**config.mk**
```make
export PLATFORM = sky130hd
export DESIGN_NAME = patbl_div
export DESIGN_NICKNAME = d
export VERILOG_FILES = /design/src/rtl/patbl_pkg.sv /design/src/rtl/patbl_div.sv
export SDC_FILE = /design/constraint.sdc
export NUM_CORES = 1
export LEC_CHECK = 0
export BUFFER_PORTS_ARGS = -buffer_cell sky130_fd_sc_hd__buf_2
export CAP_MARGIN = 15
export CORE_MARGIN = 2
export CORE_UTILIZATION = 50
export CTS_CLUSTER_SIZE = 14
export DETAILED_ROUTE_END_ITERATION = 10
export PLACE_DENSITY = 0.77
export SLEW_MARGIN = 40
export SYNTH_ARGS = -nofsm -noshare
export SYNTH_HDL_FRONTEND = slang
export SYNTH_SLANG_ARGS = --single-unit
```
**constraint.sdc**
```tcl
create_clock -name clock -period 3.6 [get_ports clock]
set_input_delay 0.36 -clock clock [delete_from_list [all_inputs] [get_ports clock]]
set_output_delay 0.36 -clock clock [all_outputs]
set_load 0.005 [all_outputs]
```
**src/rtl/patbl_pkg.sv**
```systemverilog
// Package for the per-address token bucket limiter: sizes, constants, FSM state type.
// Used by patbl_div and the top level.
`timescale 1ns / 1ps
package patbl_pkg;
   localparam int TableSlots  = 1024;
   localparam int SlotIdxW    = 10;
   localparam int ProbeWindow = 32;
   localparam int ProbeW      = 6;
   localparam int TokenScale  = 1000;
   localparam logic [7:0]  TagIpv4   = 8'd2;
   localparam logic [7:0]  TagIpv6   = 8'd10;
   localparam logic [63:0] HashBasis = 64'd14695981039346656037;
   localparam logic [63:0] HashMult  = 64'd1099511628211;

   localparam logic [2:0] RegRefill   = 3'd0;
   localparam logic [2:0] RegPeriod   = 3'd1;
   localparam logic [2:0] RegCapacity = 3'd2;
   localparam logic [2:0] RegSlots    = 3'd3;

   typedef enum logic [4:0] {
      ST_CLEAR,
      ST_IDLE,
      ST_HASH_MUL,
      ST_HASH_ACC,
      ST_MOD_START,
      ST_MOD_WAIT,
      ST_PROBE_RD,
      ST_PROBE_WAIT,
      ST_PROBE_CHK,
      ST_HIT_RD,
      ST_HIT_WAIT,
      ST_MUL_LO,
      ST_MUL_HI,
      ST_DIV_START,
      ST_DIV_WAIT,
      ST_UPDATE,
      ST_OUT
   } state_type;

   // Request to the shared divider: start pulse and operands
   typedef struct packed {
      logic        start;
      logic [63:0] dividend;
      logic [63:0] divisor;
   } div_req_type;
endpackage

```
**src/rtl/patbl_div.sv**
```systemverilog
// Restoring radix-2 divider: 64-bit dividend by 64-bit divisor, one bit per cycle.
// Depends on patbl_pkg.
`timescale 1ns / 1ps
module patbl_div
   import patbl_pkg::*;
(
   input  logic        clock,
   input  logic        reset,
   input  div_req_type req,
   output logic        done,
   output logic [63:0] quotient,
   output logic [63:0] remainder
);
   logic [63:0] q_ff, q_in, r_ff, r_in, d_ff, d_in;
   logic [6:0]  cnt_ff, cnt_in;
   logic        busy_ff, busy_in;
   logic [64:0] trial;
   logic [64:0] shifted;

   // one shift-subtract step per cycle
   always_comb begin
      q_in = q_ff;
      r_in = r_ff;
      d_in = d_ff;
      cnt_in = cnt_ff;
      busy_in = busy_ff;
      shifted = {r_ff, q_ff[63]};
      trial = shifted - {1'b0, d_ff};
      if (req.start) begin
         q_in = req.dividend;
         r_in = '0;
         d_in = req.divisor;
         cnt_in = 7'd64;
         busy_in = 1'b1;
      end else if (busy_ff) begin
         if (!trial[64]) begin
            r_in = trial[63:0];
            q_in = {q_ff[62:0], 1'b1};
         end else begin
            r_in = shifted[63:0];
            q_in = {q_ff[62:0], 1'b0};
         end
         cnt_in = cnt_ff - 7'd1;
         if (cnt_ff == 7'd1) busy_in = 1'b0;
      end
   end

   always_ff @(posedge clock) begin
      if (reset) begin
         busy_ff <= 1'b0;
         cnt_ff <= '0;
      end else begin
         busy_ff <= busy_in;
         cnt_ff <= cnt_in;
      end
      q_ff <= q_in;
      r_ff <= r_in;
      d_ff <= d_in;
   end

   assign done = !busy_ff && !req.start;
   assign quotient = q_ff;
   assign remainder = r_ff;
endmodule

```
# Word-level counts from Yosys, hierarchy flattened
# Index checks and enable logic that the tools add are counted.
op_classes:
  add_sub_neg: 2
  n_eq_ne: 1
  muxes: 9
  reduce_logical: 5
ops:
  columns: ["cell", "count"]
  rows:
  - ["64-bit 2-to-1 mux", 3]
  - ["65-bit by 64-bit subtractor with 65-bit output", 1]
  - ["7-bit 2-to-1 mux", 2]
  - ["7-bit by 1-bit == test with 1-bit output, second input constant", 1]
  - ["7-bit by 1-bit subtractor with 7-bit output, second input constant", 1]
  - ["1-bit 2-to-1 mux", 4]
  - ["1-bit zero test", 2]
  - ["2-bit nonzero test", 1]
  - ["2-bit OR reduction", 1]
  - ["1-bit logical AND", 1]
word_totals:
  reg_bits: 200
  in_bits: 131
  output_inout_bits: 129
  elab_cells: 23

# Logic depth before layout (Yosys ltp)
# Gate-level depths: netlist (run 1).
logic_depth:
  ltp_word: 4
  depth_mapped: 16
  ltp_nobuf: 13

# Least setup slack after synthesis (run 1)
# No wires, ideal clock.
synth_path:
  kind: "register to register"
  from: "register q_ff[63], in the netlist quotient[63]"
  to: "register r_ff[62], in the netlist remainder[62]"
  setup_ps: 88
  t_arrival_ps: 3391
  t_required_ps: 3512
  setup_slack_ps: 121
  stages_incl_launch_ff: 14
  path_buffers: 0
  synth_period_minus_slack_ps: 3479
  path_cell_list: "edfxtp_1 -> inv_1 -> ha_1 -> fa_1 -> nand2b_1 -> a21oi_4 -> o211ai_4 -> a2111oi_4 -> a211oi_2 -> o41ai_2 -> a211oi_1 -> o41a_1 -> or4_1 -> a311oi_2"
synth_between:
  elab_chain_cells: 2
synth_lines:
  columns: ["item", "line_no", "source"]
  rows:
  - ["start: declaration", "patbl_div.sv:14", "logic [63:0] q_ff, q_in, r_ff, r_in, d_ff, d_in;"]
  - ["start signal: assignment", "patbl_div.sv:56", "q_ff <= q_in;"]
  - ["65-bit by 64-bit subtractor with 65-bit output", "patbl_div.sv:28", "trial = shifted - {1'b0, d_ff};"]
  - ["64-bit 2-to-1 mux", "patbl_div.sv:36", "if (!trial[64]) begin"]
  - ["end signal: assignment", "patbl_div.sv:57", "r_ff <= r_in;"]
  - ["end: declaration", "patbl_div.sv:14", null]
# Every way passes these cells.
# A chain may end at the register's enable or synchronous reset.

# Worst setup path after layout (run 1)
# Same ends and word-level chain as after synthesis.

==> results.yml, run 1 <==
synthesis:
  syn_inst: 1264
  ys_ff_latch: 200
  synth_top_family_by_area: "compound AO/OA/AOI/OAI gates"
  synthFlopType: "edfxtp_1"
  async_reset_ff_share_pct: 0
  ys_types: 78
  avgSynthCellArea_um2: 9.58
  yosysWarnings: 0
  synth.net_count: 1462
  synthAdderAreaFrac_pct: 6.98
  synth_xor_area_share_pct: 4.05
  ys_seq_area_share_pct: 43.6
  netlist_area_um2: 12100
  synth_compound_area_share_pct: 18.8
  synth-edff-count: 128
  synthSimpleGateAreaFrac_pct: 15.0
  muxShareOfSynthArea_pct: 6.12
final_layout:
  fill_cells: 2013
  num-nets-final: 1729
  fin_cells: 1867
  final_area_um2: 14900
  drive_gt1_share_pct: 30.5
  syn_to_final_growth_pct: 22.8
  final_common_cell: "buf_2"
  final_cell_mix: "258 x buf_2, 166 x nand2_1, 128 x edfxtp_1, 110 x nor2_1, 78 x inv_1"
critical_path:
  worstPathArrival_ns: 3.95
  worst_setup_path_start_kind: "register"
  worstSetupPathType: "reg2reg"
  worst-r2r-cell-count: 15
  crit_fanout: 11
  critPathRequiredTime_ns: 3.97
  cp-end-kind: "register"
placement:
  port_buffers: 259
  hpwl_um: 24900
  gp_congestion: 0.900
  placed_cell_area_um2: 13900
  dp_slack_ns: -0.0762
  placed_cells: 1817
floorplanning:
  die_h_um: 160
  die_w_um: 160
  rows: 56
  io_pins: 260
  dieArea_um2: 25500
  initial_core_util_pct: 51.3
  core_region_area_um2: 23600
global_route:
  antenna_found_initial: 6
  grt_pass1_wl_um: 53600
  grt_usage_pct: 26.0
  grt_pass1_vias: 10442
  grt_overflow: 0
  grt_max_degree: 133
detailed_routing:
  vias_per_cell: 5.67
  ant_nets: 0
  dr.pass1.iters: 5
  via_count: 10592
  wl_per_cell_um: 17.9
  drt_wl_total_um: 33400
  drc_errors: 0
  drtIter0Drc: 622
cts:
  cts_max_level: 4
  clock_path_buffers: 2
  clkTransAtPathRegs_ns: 0.10
  cts-buffers-inserted: 17
  cts-root-buf: "clkbuf_16"
  cts_tree: "done"
  clk_latency_ns: 0.46
  cts_sinks: 200
power:
  max-vdd-ir-drop_mv: 0.281
  total_power_mw: 6.86
  power_per_cell_area_nw_per_um2: 461
  p_leak_nw: 6.44
sta:
  fin_skew_ns: 0.0196
  finalCritPeriodShare_pct: 99.2
  timing.final.ws_setup_ns: 0.0274
  slew_viol_final: 0
  max_slew_margin_pct: 47.7
  fin_setup_tns_ns: 0
  setup_viol: 0
  worst_pin_slew_ns: 0.784
  min_period_ns: 3.57
  rsz0062_at_grt: "true"
  max_freq_mhz: 280
  hold_violations: 0
outcome:
  status: "finished, final reports clean"
hold_path:
  hold_depth: 1
  hold_path.class: "in2reg"
run:
  cap_violations: 0
-- power by group --
group	total, mW	internal, mW	switching, mW	leakage, nW
Sequential	2.81	2.67	0.140	1.86
Combinational	1.92	0.847	1.07	4.26
Clock	2.12	1.00	1.12	0.317
Total	6.86	4.52	2.33	6.44
-- cells by family after synthesis --
group	after synthesis
buf+inv	158
compound gates	315
simple gates	402
flops	200
xor+xnor	56
fa+ha+maj	67
mux	66
-- per-layer routing --
layer / vias up / global-route usage (%) / share of wire (%)
met4: 4 / 9.83 / 3.2
met5: - / 0 / 0.075
met3: 82 / 6.44 / 7.5
li1: 5149 / - / -
met1: 4953 / 30.8 / 40
met2: 404 / 45.6 / 49
-- per-stage QoR --
step / hold WS, ns / util [%]
6_report: 0.0664 / 63.0
5_1_grt: 0.0619 / 63.0
4_1_cts: 0.0539 / 62.1
3_5_place_dp: 0.489 / 59.0
3_3_place_gp: 0.482 / 59.0
2_1_floorplan: 0.432 / -
-- flip-flops by register name, summed over array words and instances, names as in the netlist --
signal and cells:
busy_ff 1, cnt_ff 7, d_ff 64, quotient 64
remainder 64
-- Yosys cell counts (8+ instances only) --
| master | instances | area (µm²) |
|---|---|---|
| dfxtp_1 | 72 | 1440 |
| edfxtp_1 | 128 | 3840 |
| a311oi_1 | 58 | 508 |
| and2_1 | 8 | 50.1 |
| a211oi_1 | 10 | 75.1 |
| a21o_1 | 33 | 248 |
| a21oi_1 | 72 | 360 |
| nor2_1 | 111 | 417 |
| a31oi_1 | 12 | 75.1 |
| or3_1 | 11 | 68.8 |
| xnor2_1 | 35 | 307 |
| nand4_1 | 21 | 131 |
| nand2b_1 | 12 | 75.1 |
| mux2_2 | 64 | 721 |
| o21a_1 | 8 | 60.1 |
| nand3_1 | 21 | 105 |
| buf_4 | 9 | 67.6 |
| o21bai_1 | 15 | 113 |
| buf_2 | 12 | 60.1 |
| o21ai_0 | 44 | 220 |
| ha_1 | 66 | 826 |
| o31ai_1 | 8 | 60.1 |
| xor2_1 | 21 | 184 |
| nand2_1 | 166 | 623 |
| nor3_1 | 16 | 80.1 |
| inv_1 | 79 | 297 |
| clkbuf_1 | 53 | 199 |
-- critical path, stage by stage, from the launching register on --
cell and delay (ns):
edfxtp_1 0.36, inv_1 0.05, ha_2 0.20, fa_2 0.39
nand2b_4 0.17, a21oi_4 0.17, o211ai_4 0.11, a31oi_2 0.24
nor2_2 0.07, o211ai_1 0.25, buf_4 0.17, a211o_1 0.18
a211oi_4 0.14, buf_16 0.19, or4_4 0.51, a311oi_2 0.27
-- path summary, 6_finish.rpt --
path / slack (ns) / to / start
worst max-delay path: 0.03 / remainder[62] / quotient[63]
worst max register to register: 0.03 / remainder[62] / quotient[63]
worst min register to register: 0.50 / cnt_ff[1] / cnt_ff[1]
worst min-delay path: 0.07 / d_ff[8] / req[8]
-- timing repair --
item,CTS,global route
setup buffers,3,10
hold buffers,0,0
cloned,1,0
resized for setup,7,27
setup endpoints to repair,14,61
pin swaps,9,17
endpoints found under the hold margin,0,0
-- cell type report --
class | instances | area (µm²) | area share (%)
Antenna cell | 4 | 10.0 | 0.0673
Clock buffer | 17 | 425 | 2.86
Clock inverter | 15 | 234 | 1.57
Inverter | 79 | 297 | 1.99
Multi-Input combinational cell | 906 | 6300 | 42.4
Sequential cell | 200 | 5290 | 35.6
Tap cell | 319 | 399 | 2.68
Timing Repair Buffer | 327 | 1910 | 12.9
Power figures use the tool's default switching activity.
==> run 2: changes to the inputs <==
Settings changed: CORE_ASPECT_RATIO from default to 1.2.
==> results.yml, run 2 (same netlist as run 1, synthesis figures left out) <==
detailed_routing:
  dr.pass1.iters: 5
  vias_per_cell: 5.71
  drtIter0Drc: 613
  via_count: 10538
  drt_wl_total_um: 32900
  drc_errors: 0
  wl_per_cell_um: 17.8
  ant_nets: 0
cts:
  cts_max_level: 4
  cts_tree: "done"
  clock_path_buffers: 2
  cts-buffers-inserted: 17
  clk_latency_ns: 0.46
  cts_sinks: 200
  cts-root-buf: "clkbuf_16"
  clkTransAtPathRegs_ns: 0.08
final_layout:
  drive_gt1_share_pct: 29.1
  syn_to_final_growth_pct: 20.6
  fin_cells: 1847
  final_common_cell: "buf_2"
  multi_input_area_um2: 6310
  register_area_um2: 5290
  fill_cells: 1988
  num-nets-final: 1709
  final_cell_mix: "258 x buf_2, 166 x nand2_1, 128 x edfxtp_1, 110 x nor2_1, 79 x inv_1"
sta:
  max_slew_margin_pct: 43.4
  finalCritPeriodShare_pct: 96.6
  hold_ws_ns: 0.0755
  hold_violations: 0
  rsz0062_at_grt: "true"
  min_period_ns: 3.48
  setup_viol: 0
  fin_setup_tns_ns: 0
  fin_skew_ns: 0.0154
  worst_pin_slew_ns: 0.848
  max_freq_mhz: 287
  slew_viol_final: 0
  timing.final.ws_setup_ns: 0.121
power:
  max-vdd-ir-drop_mv: 0.342
  p_leak_nw: 6.32
  power_per_cell_area_nw_per_um2: 448
  total_power_mw: 6.54
global_route:
  grt_usage_pct: 25.2
  use_met2_pct: 44.6
  grt.met3_usage_pct: 5.88
  grt_use_met1_pct: 30.2
  grt-busiest-layer: "met2"
  grt_overflow: 0
  grt_pass1_wl_um: 51900
  grt_pass1_vias: 10390
  antenna_found_initial: 4
  grt_max_degree: 75
critical_path:
  rrSetupSlack_ns: 0.12
  crit_path_max_incr_delay_ns: 0.41
  r2r-end: "remainder[62]"
  worstPathArrival_ns: 3.86
  worst_setup_path_start_kind: "register"
  r2r_start: "quotient[63]"
  cpMaxStageDelayCell: "or4_1"
  critPathRequiredTime_ns: 3.98
  crit_chain: "inv_1 > ha_1 > fa_1 > nand2b_4 > a21oi_4 > o211ai_4 > a2111oi_4 > a211oi_4 > o41ai_4 > a211oi_2 > o41a_1 > or4_1 > a311oi_2"
  crit_fanout: 4
  worstSetupPathType: "reg2reg"
  cp-end-kind: "register"
  worst-r2r-cell-count: 13
hold_path:
  worstHoldStart: "req[36]"
  worstHoldEndpoint: "d_ff[36]"
  hold_path.class: "in2reg"
  hold_depth: 1
placement:
  placed_cells: 1807
  port_buffers: 259
  dp_slack_ns: -0.101
  gp_congestion: 0.926
  hpwl_um: 24600
floorplanning:
  initial_core_util_pct: 50.7
  rows: 62
  die_h_um: 174
  die_w_um: 146
  io_pins: 260
  core_region_area_um2: 23900
  dieArea_um2: 25500
outcome:
  status: "finished, final reports clean"
run:
  cap_violations: 0
run 2: what timing repair did:
item,in CTS,in global routing
resized for setup,3,21
pin swaps,2,6
hold buffers,0,0
hold endpoints to repair,0,0
cloned,0,0
buffers inserted,1,4
setup endpoints to repair,7,49
run 2: final cells by class:
type,count,area share [%]
Antenna cell,3,0.0514
Clock buffer,18,3.01
Clock inverter,14,0.788
Inverter,79,2.03
Multi-Input combinational cell,906,43.2
Sequential cell,200,36.2
Tap cell,320,2.74
Timing Repair Buffer,307,12.0
run 2: critical path, delay by kind of cell (launching register included):
family                     cells  cell delay (ns)
AOI/OAI and AO/OA              8             1.81
and+or+nand+nor                2             0.59
buffers and inverters          1             0.05
adders and majority gates      2             0.59
DFF                            1             0.35
run 2: stage by stage:
step	utilization [%]	area, µm²
detailed placement	58.1	13900
floorplan	-	12100
finish	61.1	14600
global placement	58.1	13900
global route	61.1	14600
CTS	60.5	14500
run 2: power by group:
part           internal [mW]  switching (mW)  total [mW]
logic                  0.808            1.06        1.86
registers               2.67           0.145        2.82
clock network          0.923           0.933        1.86
total                   4.41            2.13        6.54
run 2: worst max path at each step:
| stage | from | end | slack, ns | cells after the start |
|---|---|---|---|---|
| 5_1_grt | quotient[63] | remainder[62] | -0.03 | 13 |
| 3_3_place_gp | quotient[63] | remainder[62] | -0.002 | 13 |
| 4_1_cts | quotient[63] | remainder[62] | -0.03 | 13 |
| 3_5_place_dp | quotient[63] | remainder[62] | -0.10 | 13 |
| 2_1_floorplan | quotient[63] | remainder[62] | 0.12 | 13 |
| 6_report | quotient[63] | remainder[62] | 0.12 | 13 |
run 2: metal layers:
metal	vias to the layer above	share of wire, %	wire, µm
met5	-	0	0
met2	396	50	16500
li1	5126	-	-
met1	4964	40	13000
met4	0	2.3	753
met3	52	7.8	2570
